==> src/vnfbm_pkg.sv <==
`timescale 1ns / 1ps

package vnfbm_pkg;

    // Default octave count
    localparam int OCTAVES_DEF = 4;

    // Lattice hash multipliers
    localparam logic [31:0] K_IDX_MUL  = 32'd374761393;
    localparam logic [31:0] K_SEED_MUL = 32'd668265263;
    localparam logic [31:0] K_MIX_MUL  = 32'd1274126177;

    // Seed after reset, and its premultiplied form as held in the seed register
    localparam logic [31:0] SEED_RESET     = 32'd1337;
    localparam logic [63:0] SEED_PROD_WIDE = 64'(SEED_RESET) * 64'(K_SEED_MUL);
    localparam logic [31:0] SEED_MUL_RESET = SEED_PROD_WIDE[31:0];

    // Per-octave interpolated value: unsigned Q0.40
    localparam int VAL_W = 40;

endpackage

==> src/vnfbm_div.sv <==
`timescale 1ns / 1ps

module vnfbm_div import vnfbm_pkg::*; #(
    parameter int OCTAVES = OCTAVES_DEF
) (
    input  logic                  i_clk,
    input  logic                  i_rst_n,
    input  logic                  i_ce,
    input  logic                  i_valid,
    input  logic [24+OCTAVES-1:0] i_y,
    output logic                  o_valid,
    output logic [23:0]           o_q
);

    localparam int YW = 24 + OCTAVES;
    localparam int DW = OCTAVES;
    localparam logic [DW-1:0] DIVISOR = DW'((1 << OCTAVES) - 1);
    localparam logic [YW:0]   RECIP   = (YW+1)'(((65'd1) << YW) / 65'(DIVISOR));

    // Stage 1: multiply by the truncated reciprocal
    logic        r_v1;
    logic [YW-1:0] r_y1;
    logic [2*YW:0] r_prod1;

    // Stage 2: estimate is low by at most one; fix with the remainder
    logic [23:0]   w_q0;
    logic [YW-1:0] w_back;
    logic [YW-1:0] w_rem;
    logic [23:0]   w_q;

    assign w_q0   = r_prod1[YW +: 24];
    assign w_back = YW'(w_q0) * YW'(DIVISOR);
    assign w_rem  = r_y1 - w_back;
    assign w_q    = (w_rem >= YW'(DIVISOR)) ? w_q0 + 24'd1 : w_q0;

    logic        r_v2;
    logic [23:0] r_q2;

    always_ff @(posedge i_clk) begin
        if (!i_rst_n) begin
            r_v1 <= 1'b0;
            r_v2 <= 1'b0;
        end else if (i_ce) begin
            r_v1 <= i_valid;
            r_v2 <= r_v1;
        end
    end

    always_ff @(posedge i_clk) begin
        if (i_ce) begin
            r_y1    <= i_y;
            r_prod1 <= (2*YW+1)'(i_y) * (2*YW+1)'(RECIP);
            r_q2    <= w_q;
        end
    end

    assign o_valid = r_v2;
    assign o_q     = r_q2;

endmodule

==> config.mk <==
export PLATFORM = sky130hd
export DESIGN_NAME = vnfbm_div
export DESIGN_NICKNAME = d
export VERILOG_FILES = /design/src/vnfbm_pkg.sv /design/src/vnfbm_div.sv
export SDC_FILE = /design/constraint.sdc
export NUM_CORES = 1
export LEC_CHECK = 0
export BUFFER_PORTS_ARGS = -buffer_cell sky130_fd_sc_hd__buf_2
export CAP_MARGIN = 10
export CORE_ASPECT_RATIO = 1.25
export CORE_MARGIN = 1.5
export CORE_UTILIZATION = 41
export CTS_BUF_LIST = sky130_fd_sc_hd__clkbuf_8
export DETAILED_ROUTE_END_ITERATION = 10
export PLACE_DENSITY = 0.64
export SLEW_MARGIN = 20
export SYNTH_ARGS = -nofsm -noshare
export SYNTH_HDL_FRONTEND = slang
export SYNTH_SLANG_ARGS = --single-unit
==> constraint.sdc <==
create_clock -name i_clk -period 5.75 [get_ports i_clk]
set_clock_uncertainty 0.2 [all_clocks]
set_input_delay 0.2875 -clock i_clk [delete_from_list [all_inputs] [get_ports i_clk]]
set_output_delay 0.2875 -clock i_clk [all_outputs]
set_load 0.02 [all_outputs]
==> results by group <==
Global routing
  • First-pass GRT wire length: 49,330 um
  • Grt ovf: 0
  • Initial antenna violation count: 0
  • All-Layer GR Usage: 0.1990
  • Vias in the first global route: 9,957
  • Largest net degree at the start of global routing: 66

Flow run
  • Max-Cap Viols: 0

Timing
  • Slew Viols, Final: 0
  • Worst slew margin: 0.4714
  • Setup violations, final: 0
  • Crit share post-route: 0.9777
  • Worst setup margin: 0.1283 ns
  • Final Hold Fails: 0
  • FMAX: 177.9 MHz
  • Measured slew at the worst slew-check pin: 0.7929 ns
  • Minimum clock period: 5.622 ns

Yosys
  • Synth unique cells: 64
  • Mapped Area: roughly 13,000 um2
  • Net count after synthesis: 1,690
  • Yosys Warn Count: 0
  • Post-synth top area share: 0.2547
  • Async SR Flop Fraction: 0
  • Synth top area cells: fa_1 25%, ha_1 24%, edfxtp_1 18%, inv_1 9.6%, xnor2_1 3.2%
  • Synth Area per Inst: 10.19 um2
  • Leading area contributor after synthesis: fa_1
  • EDFF count, synth: 76
  • Sequential fraction of the synthesis area: 0.1824
  • Syn Inst Count: 1,250
  • Synth Register Bits: just under 80
  • Predominant post-synthesis flop cell: edfxtp_1

Route
  • Post-DR wirelength/cell: 16.86 um
  • Initial drt markers: 378
  • Antenna viol nets, final: 0
  • DRC errors left: 0
  • Final WL: roughly 31,000 um
  • Via count: a little over 9,000
  • DRT Pass-1 Iters: 8
  • Via-per-instance ratio: 5.081

Cells and area
  • Synth-to-layout area growth: 16.72%
  • Layout cells sized above 1: 0.1634
  • Diode count: 0
  • Area occupied by registers: ~2300 um2
  • Final Cell Area: 14,860 um2
  • Multi-input logic area: 9379 um2
  • Nets: 1,868
  • Final Instance Count excl. Fillers: 1,833
  • Layout fillers: roughly 2,800

Setup path
  • Stages on worst setup path: 22
  • Critical R2R Launch: r_prod1[29]
  • Crit path kind: input pin to register
  • CP required: 5.67 ns
  • End of the worst register-to-register path: o_q[23]
  • Worst EP arrival: 5.54 ns
  • Crit path largest cell delay: 0.55 ns
  • Crit. End Element: register
  • Delay-heaviest family, CP: adder cells
  • R2r setup slk: 0.23 ns
  • FF-to-FF path depth: 18
  • CP max FO: 3
  • Worst Setup SP: i_y[7]
  • Critical-path cell list: buf_2, ha_4, inv_1, fa_1, inv_1, fa_1, inv_1, fa_1, inv_1, fa_1, ha_2, ha_4, a21o_1, a221o_1, a21o_1, a21oi_1, o211ai_1, buf_4, and2_1, o21a_1, o21a_1, o31a_1
  • Crit-path slowest cell: fa_1
  • Bufs and invs on worst path: 6
  • Type of origin of the critical path: input pin

Clock tree
  • Clk root buf: clkbuf_8
  • Total CTS buffers: 9
  • CTS HTree Levels: 3
  • Clock tree sinks: 78
  • Clock-pin slew of the registers on the worst-case setup and hold paths: around 0.08 ns
  • CTS tree: done
  • Clock Latency Late Sink: 0.38 ns
  • Clock buffer depth: 2

Die
  • Die Area: 32,130 um2
  • Initial Util: 0.4203
  • Total core area: 30,290 um2
  • Die width: ~160 um
  • Die H: 200.0 um
  • Site row count: 71
  • # IOs: 57

Placed design
  • IO buf count: 56
  • Area after DPL: 14,350 um2
  • Dpl ws: -0.4817 ns
  • Post-detail-place hpwl: about 27,000 um
  • Gp weighted congestion: 0.9427
  • Inst Count DP: 1,812

Min path
  • Number of cells on the worst hold path: 2
  • Hold EP: r_y1[5]
  • Hold Path Class: input pin to register
  • Hold_sp: i_y[5]

Outcome
  • Status: finished, final reports clean
## worst max path at each step
stage | to | slack [ns]
floorplan | r_prod1[50] | 0.02
global placement | r_prod1[46] | -0.34
detailed placement | r_prod1[46] | -0.48
CTS | r_prod1[50] | 0.03
global route | o_q[6] | -0.02
finish | r_prod1[40] | 0.13
## metal layers
layer / global-route usage / wire, um
met4: 0.08654 / 1241
met2: 0.3763 / 16290
met5: 0 / 0
met3: 0.01921 / 743
met1: 0.2280 / 12630
## cell families after synthesis
family	Yosys count	synth area share
AO/OA/AOI/OAI	186	0.09905
XOR/XNOR	64	0.04510
adder cells (fa/ha/maj)	408	0.4964
buffers and inverters	336	0.1005
flip-flops	78	0.1824
multiplexers	5	0.004029
AND/OR/NAND/NOR	173	0.07252
## metrics by stage
step                setup TNS, ns    util  hold WS (ns)
finish                          0  0.4906       0.04439
detailed placement         -5.416  0.4737        0.3207
global placement           -3.994  0.4737        0.2944
global route             -0.05702  0.4906       0.03709
floorplan                       0       -        0.1864
CTS                             0  0.4823      0.002362
## cell usage after synthesis (6+ instances only)
cell	n
ha_1	246
o21bai_1	7
nand2b_1	6
a211oi_1	9
xor2_1	17
o211ai_1	9
nor2_1	27
and3_1	12
o21a_1	8
inv_1	326
edfxtp_1	76
nor3_1	14
nand3_1	19
a21o_1	29
fa_1	162
a21oi_1	54
nand4_1	16
and4_1	8
nor2b_1	7
o21ai_0	22
xnor2_1	46
nand2_1	40
## flip-flops by register name (all words and copies together) (netlist names)
| register | cells |
|---|---|
| o_q | 24 |
| o_valid | 1 |
| r_prod1 | 24 |
| r_v1 | 1 |
| r_y1 | 28 |
## area by class of cell
class	count	area share
repair buffers	177	0.08250
multi-input cells	836	0.6310
inverters	326	0.08233
clock buffers	9	0.008334
flip-flops and latches	78	0.1562
clock inverters	6	0.005809
well taps	401	0.03376
## repair_timing
action                     4_1_cts  5_1_grt
setup endpoints to repair        4       38
hold buffers                     4        0
hold endpoints to repair         4        0
resized for setup                2       31
buffers inserted                 0        2
pin swaps                        2       11
## placed cells by master (no fill, tap or decap), types with 13 or more instances in the layout
master,synthesis,layout
edfxtp_1,76,76
buf_4,0,116
xor2_1,17,17
buf_2,3,55
xnor2_1,46,46
nor2_1,27,27
nand4_1,16,16
fa_1,162,162
ha_4,0,13
o21ai_0,22,21
nand2_1,40,40
nor3_1,14,14
inv_1,326,325
ha_1,246,232
a21oi_1,54,51
nand3_1,19,19
a21o_1,29,29
Power is not shown: default switching activity piles up to over one toggle a cycle in this logic, so the estimate is an artifact.
