--- src/vnfbm_pkg.sv ---
`timescale 1ns / 1ps

package vnfbm_pkg;

    // Default octave count
    localparam int OCTAVES_DEF = 4;

    // Lattice hash multipliers
    localparam logic [31:0] K_IDX_MUL  = 32'd374761393;
    localparam logic [31:0] K_SEED_MUL = 32'd668265263;
    localparam logic [31:0] K_MIX_MUL  = 32'd1274126177;

    // Seed after reset, and its premultiplied form as held in the seed register
    localparam logic [31:0] SEED_RESET     = 32'd1337;
    localparam logic [63:0] SEED_PROD_WIDE = 64'(SEED_RESET) * 64'(K_SEED_MUL);
    localparam logic [31:0] SEED_MUL_RESET = SEED_PROD_WIDE[31:0];

    // Per-octave interpolated value: unsigned Q0.40
    localparam int VAL_W = 40;

endpackage

--- src/vnfbm_cell.sv ---
`timescale 1ns / 1ps

module vnfbm_cell import vnfbm_pkg::*; #(
    parameter int OCTAVES = OCTAVES_DEF,
    parameter int IDX     = 0
) (
    input  logic                      i_clk,
    input  logic                      i_rst_n,
    input  logic                      i_ce,
    input  logic                      i_valid,
    input  logic [31:0]               i_pos,
    input  logic [31:0]               i_seed_mul,
    input  logic [VAL_W+OCTAVES-1:0]  i_acc,
    output logic                      o_valid,
    output logic [31:0]               o_pos,
    output logic                      o_acc_valid,
    output logic [VAL_W+OCTAVES-1:0]  o_acc
);

    localparam int AW = VAL_W + OCTAVES;
    localparam int SH = OCTAVES - 1 - IDX;

    // Stage 1: scale position, split floor / fraction, first hash multiply
    logic [47:0] w_pos_ext;
    logic [47:0] w_p;
    logic [31:0] w_lo;
    logic [31:0] w_m1;

    assign w_pos_ext = {{16{i_pos[31]}}, i_pos};
    assign w_p       = w_pos_ext << IDX;
    assign w_lo      = w_p[47:16];
    assign w_m1      = w_lo * K_IDX_MUL;

    logic        r_v1;
    logic [31:0] r_pos1;
    logic [15:0] r_t1;
    logic [31:0] r_ha1;
    logic [31:0] r_hb1;

    // Stage 2: xor-shift and mix multiply for both lattice points
    logic [31:0] w_xa;
    logic [31:0] w_xb;

    assign w_xa = r_ha1 ^ (r_ha1 >> 13);
    assign w_xb = r_hb1 ^ (r_hb1 >> 13);

    logic        r_v2;
    logic [15:0] r_t2;
    logic [31:0] r_ha2;
    logic [31:0] r_hb2;

    // Stage 3: final fold, slope times fraction
    logic [31:0]        w_fa;
    logic [31:0]        w_fb;
    logic signed [24:0] w_diff;
    logic signed [16:0] w_t_s;
    logic signed [41:0] w_slope;

    assign w_fa    = r_ha2 ^ (r_ha2 >> 16);
    assign w_fb    = r_hb2 ^ (r_hb2 >> 16);
    assign w_diff  = $signed({1'b0, w_fb[23:0]}) - $signed({1'b0, w_fa[23:0]});
    assign w_t_s   = $signed({1'b0, r_t2});
    assign w_slope = w_diff * w_t_s;

    logic               r_v3;
    logic [23:0]        r_a3;
    logic signed [41:0] r_d3;

    // Stage 4: interpolate, weight and add to the running sum from the left
    logic signed [41:0] w_v;
    logic [AW-1:0]      w_v_ext;

    assign w_v     = $signed({2'b00, r_a3, 16'h0000}) + r_d3;
    assign w_v_ext = AW'(w_v[VAL_W-1:0]);

    logic          r_v4;
    logic [AW-1:0] r_acc;

    always_ff @(posedge i_clk) begin
        if (!i_rst_n) begin
            r_v1 <= 1'b0;
            r_v2 <= 1'b0;
            r_v3 <= 1'b0;
            r_v4 <= 1'b0;
        end else if (i_ce) begin
            r_v1 <= i_valid;
            r_v2 <= r_v1;
            r_v3 <= r_v2;
            r_v4 <= r_v3;
        end
    end

    always_ff @(posedge i_clk) begin
        if (i_ce) begin
            r_pos1 <= i_pos;
            r_t1   <= w_p[15:0];
            r_ha1  <= w_m1 + i_seed_mul;
            r_hb1  <= w_m1 + i_seed_mul + K_IDX_MUL;
            r_t2   <= r_t1;
            r_ha2  <= w_xa * K_MIX_MUL;
            r_hb2  <= w_xb * K_MIX_MUL;
            r_a3   <= w_fa[23:0];
            r_d3   <= w_slope;
            r_acc  <= i_acc + (w_v_ext << SH);
        end
    end

    assign o_valid     = r_v1;
    assign o_pos       = r_pos1;
    assign o_acc_valid = r_v4;
    assign o_acc       = r_acc;

endmodule

--- config.mk ---
export PLATFORM = sky130hd
export DESIGN_NAME = vnfbm_cell
export DESIGN_NICKNAME = d
export VERILOG_FILES = /design/src/vnfbm_pkg.sv /design/src/vnfbm_cell.sv
export SDC_FILE = /design/constraint.sdc
export NUM_CORES = 2
export LEC_CHECK = 0
export ABC_AREA = 1
export BUFFER_PORTS_ARGS = -buffer_cell sky130_fd_sc_hd__buf_2
export CAP_MARGIN = 20
export CELL_PAD_IN_SITES_DETAIL_PLACEMENT = 1
export CELL_PAD_IN_SITES_GLOBAL_PLACEMENT = 1
export CORE_ASPECT_RATIO = 1.1
export CORE_MARGIN = 2
export CORE_UTILIZATION = 55
export CTS_CLUSTER_SIZE = 14
export DETAILED_ROUTE_END_ITERATION = 10
export GPL_TIMING_DRIVEN = 1
export PLACE_DENSITY_LB_ADDON = 0.1
export SLEW_MARGIN = 20
export SYNTH_ARGS = -nofsm -noshare
export SYNTH_HDL_FRONTEND = slang
export SYNTH_SLANG_ARGS = --single-unit
--- constraint.sdc ---
create_clock -name i_clk -period 12.46 [get_ports i_clk]
set_input_delay 0.623 -clock i_clk [delete_from_list [all_inputs] [get_ports i_clk]]
set_output_delay 0.623 -clock i_clk [all_outputs]
set_load 0.005 [all_outputs]
==> summary.txt <==
STA
  • Max_slew headroom: 25.15%
  • Min Tclk post-route: 9.019 ns
  • Max Fclk: 0.1109 GHz
  • Unrepaired setup endpoints after global routing: false
  • Hold Vio Cnt, Final: 0
  • Clock Skew: 0.05537 ns
  • Final Max Slew Viols: 0
  • Slew at the pin with the worst max-slew slack: 1.115 ns
  • Setup violators final: 0
  • Fin crit share: 72.39%
  • Final setup TNS: 0 ns

CTS
  • Maximum level of the CTS H-tree: 2
  • Post-CTS sizing: 0
  • CTS buffer count: 38
  • Root Driver: clkbuf_16
  • Post-CTS setup buffer count: 0
  • Clk slew on worst S/H paths: 0.07 ns
  • CTS Hold Buffers Added: 0
  • Clk sinks: 288
  • Clock Path Buffers: 3
  • Clock latency on the worst-skew pair: 0.63 ns
  • CTS tree: done

Worst setup path
  • Crit Path Class: reg -> reg
  • Worst-path fanout max: 11
  • Most Frequent Cell on Critical Path: nand2_1
  • Largest stage delay, worst path: 0.59 ns
  • Worst setup SP type: flip-flop
  • Critical Path RT: 12.91 ns
  • Slowest-stage cell, CP: fa_1
  • CP Capture Type: flip-flop
  • Crit path DAT: 9.47 ns

Worst hold path
  • Min-Delay Path Class: in -> reg

Finish
  • Final design area excluding fillers: 56,790 µm²
  • Fraction of layout cells with a size suffix above 1: 6.711%
  • Storage cell area: 8608 µm²
  • Nets: 7,641
  • Most common cell after layout, fill and taps aside: inv_1
  • Layout area overhead: 7.439%
  • Most frequent cells in the layout: inv_1 (1,597), fa_1 (920), nand2_1 (782)
  • Fillcell total: 11.08k
  • Area of the multi-input gates: 38,020 µm²

Routing
  • Routed wire per std cell: 23.34 µm
  • Initial DRC count: 2,166
  • DR vias: 39.86k
  • DRT Pass-1 Iters: 5
  • Detail Route Antenna Nets: 0
  • Post-Route WL: 169,500 µm
  • DR vias/cell: 5.489
  • Post-route DRC: 0

Synthesis
  • Synth unique cells: 55
  • Post-synth EDFFs: 284
  • Post-Syn Area per Cell: 9.200 µm²
  • Most used DFF post-synth: edfxtp_1
  • Synth warn: 0
  • Ranking of synthesized cells by area: fa_1 (35%), edfxtp_1 (16%), ha_1 (15%), inv_1 (11%), nand2_1 (5.6%)
  • Syn_nets: 7,425
  • Largest area contributor in the netlist: fa_1
  • Post-synthesis sequential area ratio: 16.28%
  • Synth top area share: 34.84%
  • Seq cells post-synth: 288
  • Mapped cell area: 52,860 µm²
  • Synth Instances: 5,746
  • Async S/R FF share, synth: 0%

Floorplanning
  • Initial Util: 55.39%
  • Width of the die: 299.6 µm
  • IO Pins: 190
  • Cell Rows: 119
  • DIE AREA: 98,610 µm²
  • Die Y: 329.2 µm
  • Core Footprint: 95,440 µm²

Placed design
  • Number of port buffers: 189
  • Post-DP HPWL: 145,600 µm
  • GPL Wtd Cong: 0.9446
  • Dpl cell area: 55,510 µm²

Global routing
  • Gr usage total: 35.56%
  • First-pass GRT wire length: 264,100 µm
  • Maximum number of pins on one net before global-route repair: 80
  • Initial antenna violation count: 2
  • Remaining global-route overflow: 0
  • Vias in the first global route: 46.49k

Status
  • Status: complete, no violations

Job
  • Max-cap viol count: 0
## flip-flops by register name, indices dropped and copies added, names as in the netlist
name	cells
o_acc	44
r_d3	40
o_pos	32
r_ha1	32
r_ha2	32
r_hb1	32
r_hb2	32
r_a3	24
r_t2	16
o_acc_valid	1
o_valid	1
r_v2	1
r_v3	1
## worst max-delay path: cells and delay by family (launching register included)
family | cells | cell delay, ns
compound gates | 4 | 0.77
xor+xnor | 2 | 0.55
fa+ha+maj | 9 | 4.18
buf+inv | 6 | 0.43
flops | 1 | 0.48
simple gates | 15 | 2.45
## path summary, 6_finish.rpt
check | start | to | slack [ns] | depth (start not counted)
max | r_ha2[16] | r_d3[33] | 3.44 | 36
min | i_pos[13] | o_pos[13] | 0.16 | 1
max reg2reg | r_ha2[16] | r_d3[33] | 3.44 | 36
min reg2reg | o_pos[15] | r_t2[15] | 0.45 | 0
## per-stage QoR
stage | hold slack [ns] | std cells | utilization, % | worst slack, ns
finish | 0.1604 | 7262 | 59.51 | 3.441
global route | 0.1499 | 7260 | 59.50 | 2.948
CTS | 0.1308 | 7260 | 59.50 | 3.543
detailed placement | 0.4315 | 7192 | 58.17 | 3.620
global placement | 0.4236 | 7192 | 58.17 | 3.922
floorplan | 0.4495 | 5746 | - | 5.111
## metal layers
metal | global-route usage, % | part of all wire, % | vias up
li1 | - | - | 17830
met1 | 38.95 | 36 | 20280
met2 | 65.76 | 53 | 1207
met3 | 3.891 | 4.0 | 541
met4 | 22.25 | 7.4 | 0
met5 | 0 | 0 | -
## cell type report
cell class              count  share of cell area [%]
clock inverters            24                  0.5243
well taps                1270                   2.798
flip-flops and latches    288                   15.16
diodes                      2                0.008812
clock buffers              44                   1.714
inverters                1611                   10.65
multi-input cells        3795                   66.95
repair buffers            228                   2.199
## cells by family (layout without fill, tap and decap cells)
family	count (synthesis)	in the layout	synth area share, %
fa+ha+maj	1567	1567	50.16
xor+xnor	326	326	5.444
other cells	0	2	0
buf+inv	1663	1907	11.84
simple gates	1502	1502	11.99
flops	288	288	16.28
compound gates	400	400	4.284
## cell usage after synthesis (2+ instances only)
| cell type | count |
|---|---|
| inv_1 | 1597 |
| fa_1 | 920 |
| nand2_1 | 782 |
| ha_1 | 647 |
| nor2_1 | 363 |
| edfxtp_1 | 284 |
| a21oi_1 | 199 |
| xor2_1 | 187 |
| nand3_1 | 174 |
| xnor2_1 | 136 |
| o21ai_0 | 96 |
| nand4_1 | 47 |
| clkbuf_1 | 43 |
| or2_2 | 39 |
| nand2_2 | 27 |
| nor3_1 | 26 |
| a31oi_1 | 21 |
| o21bai_1 | 19 |
| a21o_1 | 16 |
| nor2_2 | 13 |
| o21a_1 | 10 |
| inv_2 | 9 |
| o21ai_1 | 7 |
| buf_2 | 6 |
| a21boi_0 | 5 |
| clkinv_1 | 5 |
| nand3b_1 | 5 |
| nor4_1 | 5 |
| and3_1 | 4 |
| dfxtp_1 | 4 |
| nand3_2 | 4 |
| nor2_4 | 4 |
| o221ai_1 | 4 |
| a21oi_2 | 3 |
| a221oi_1 | 3 |
| and2_1 | 3 |
| o2111ai_1 | 3 |
| o31ai_1 | 3 |
| or2_1 | 3 |
| o211a_1 | 2 |
| o211ai_1 | 2 |
| o21ai_2 | 2 |
| xnor2_2 | 2 |
Power is left out: the tool's default activity adds up to more than one toggle a clock period on the data nets, which glitch-free logic cannot reach.
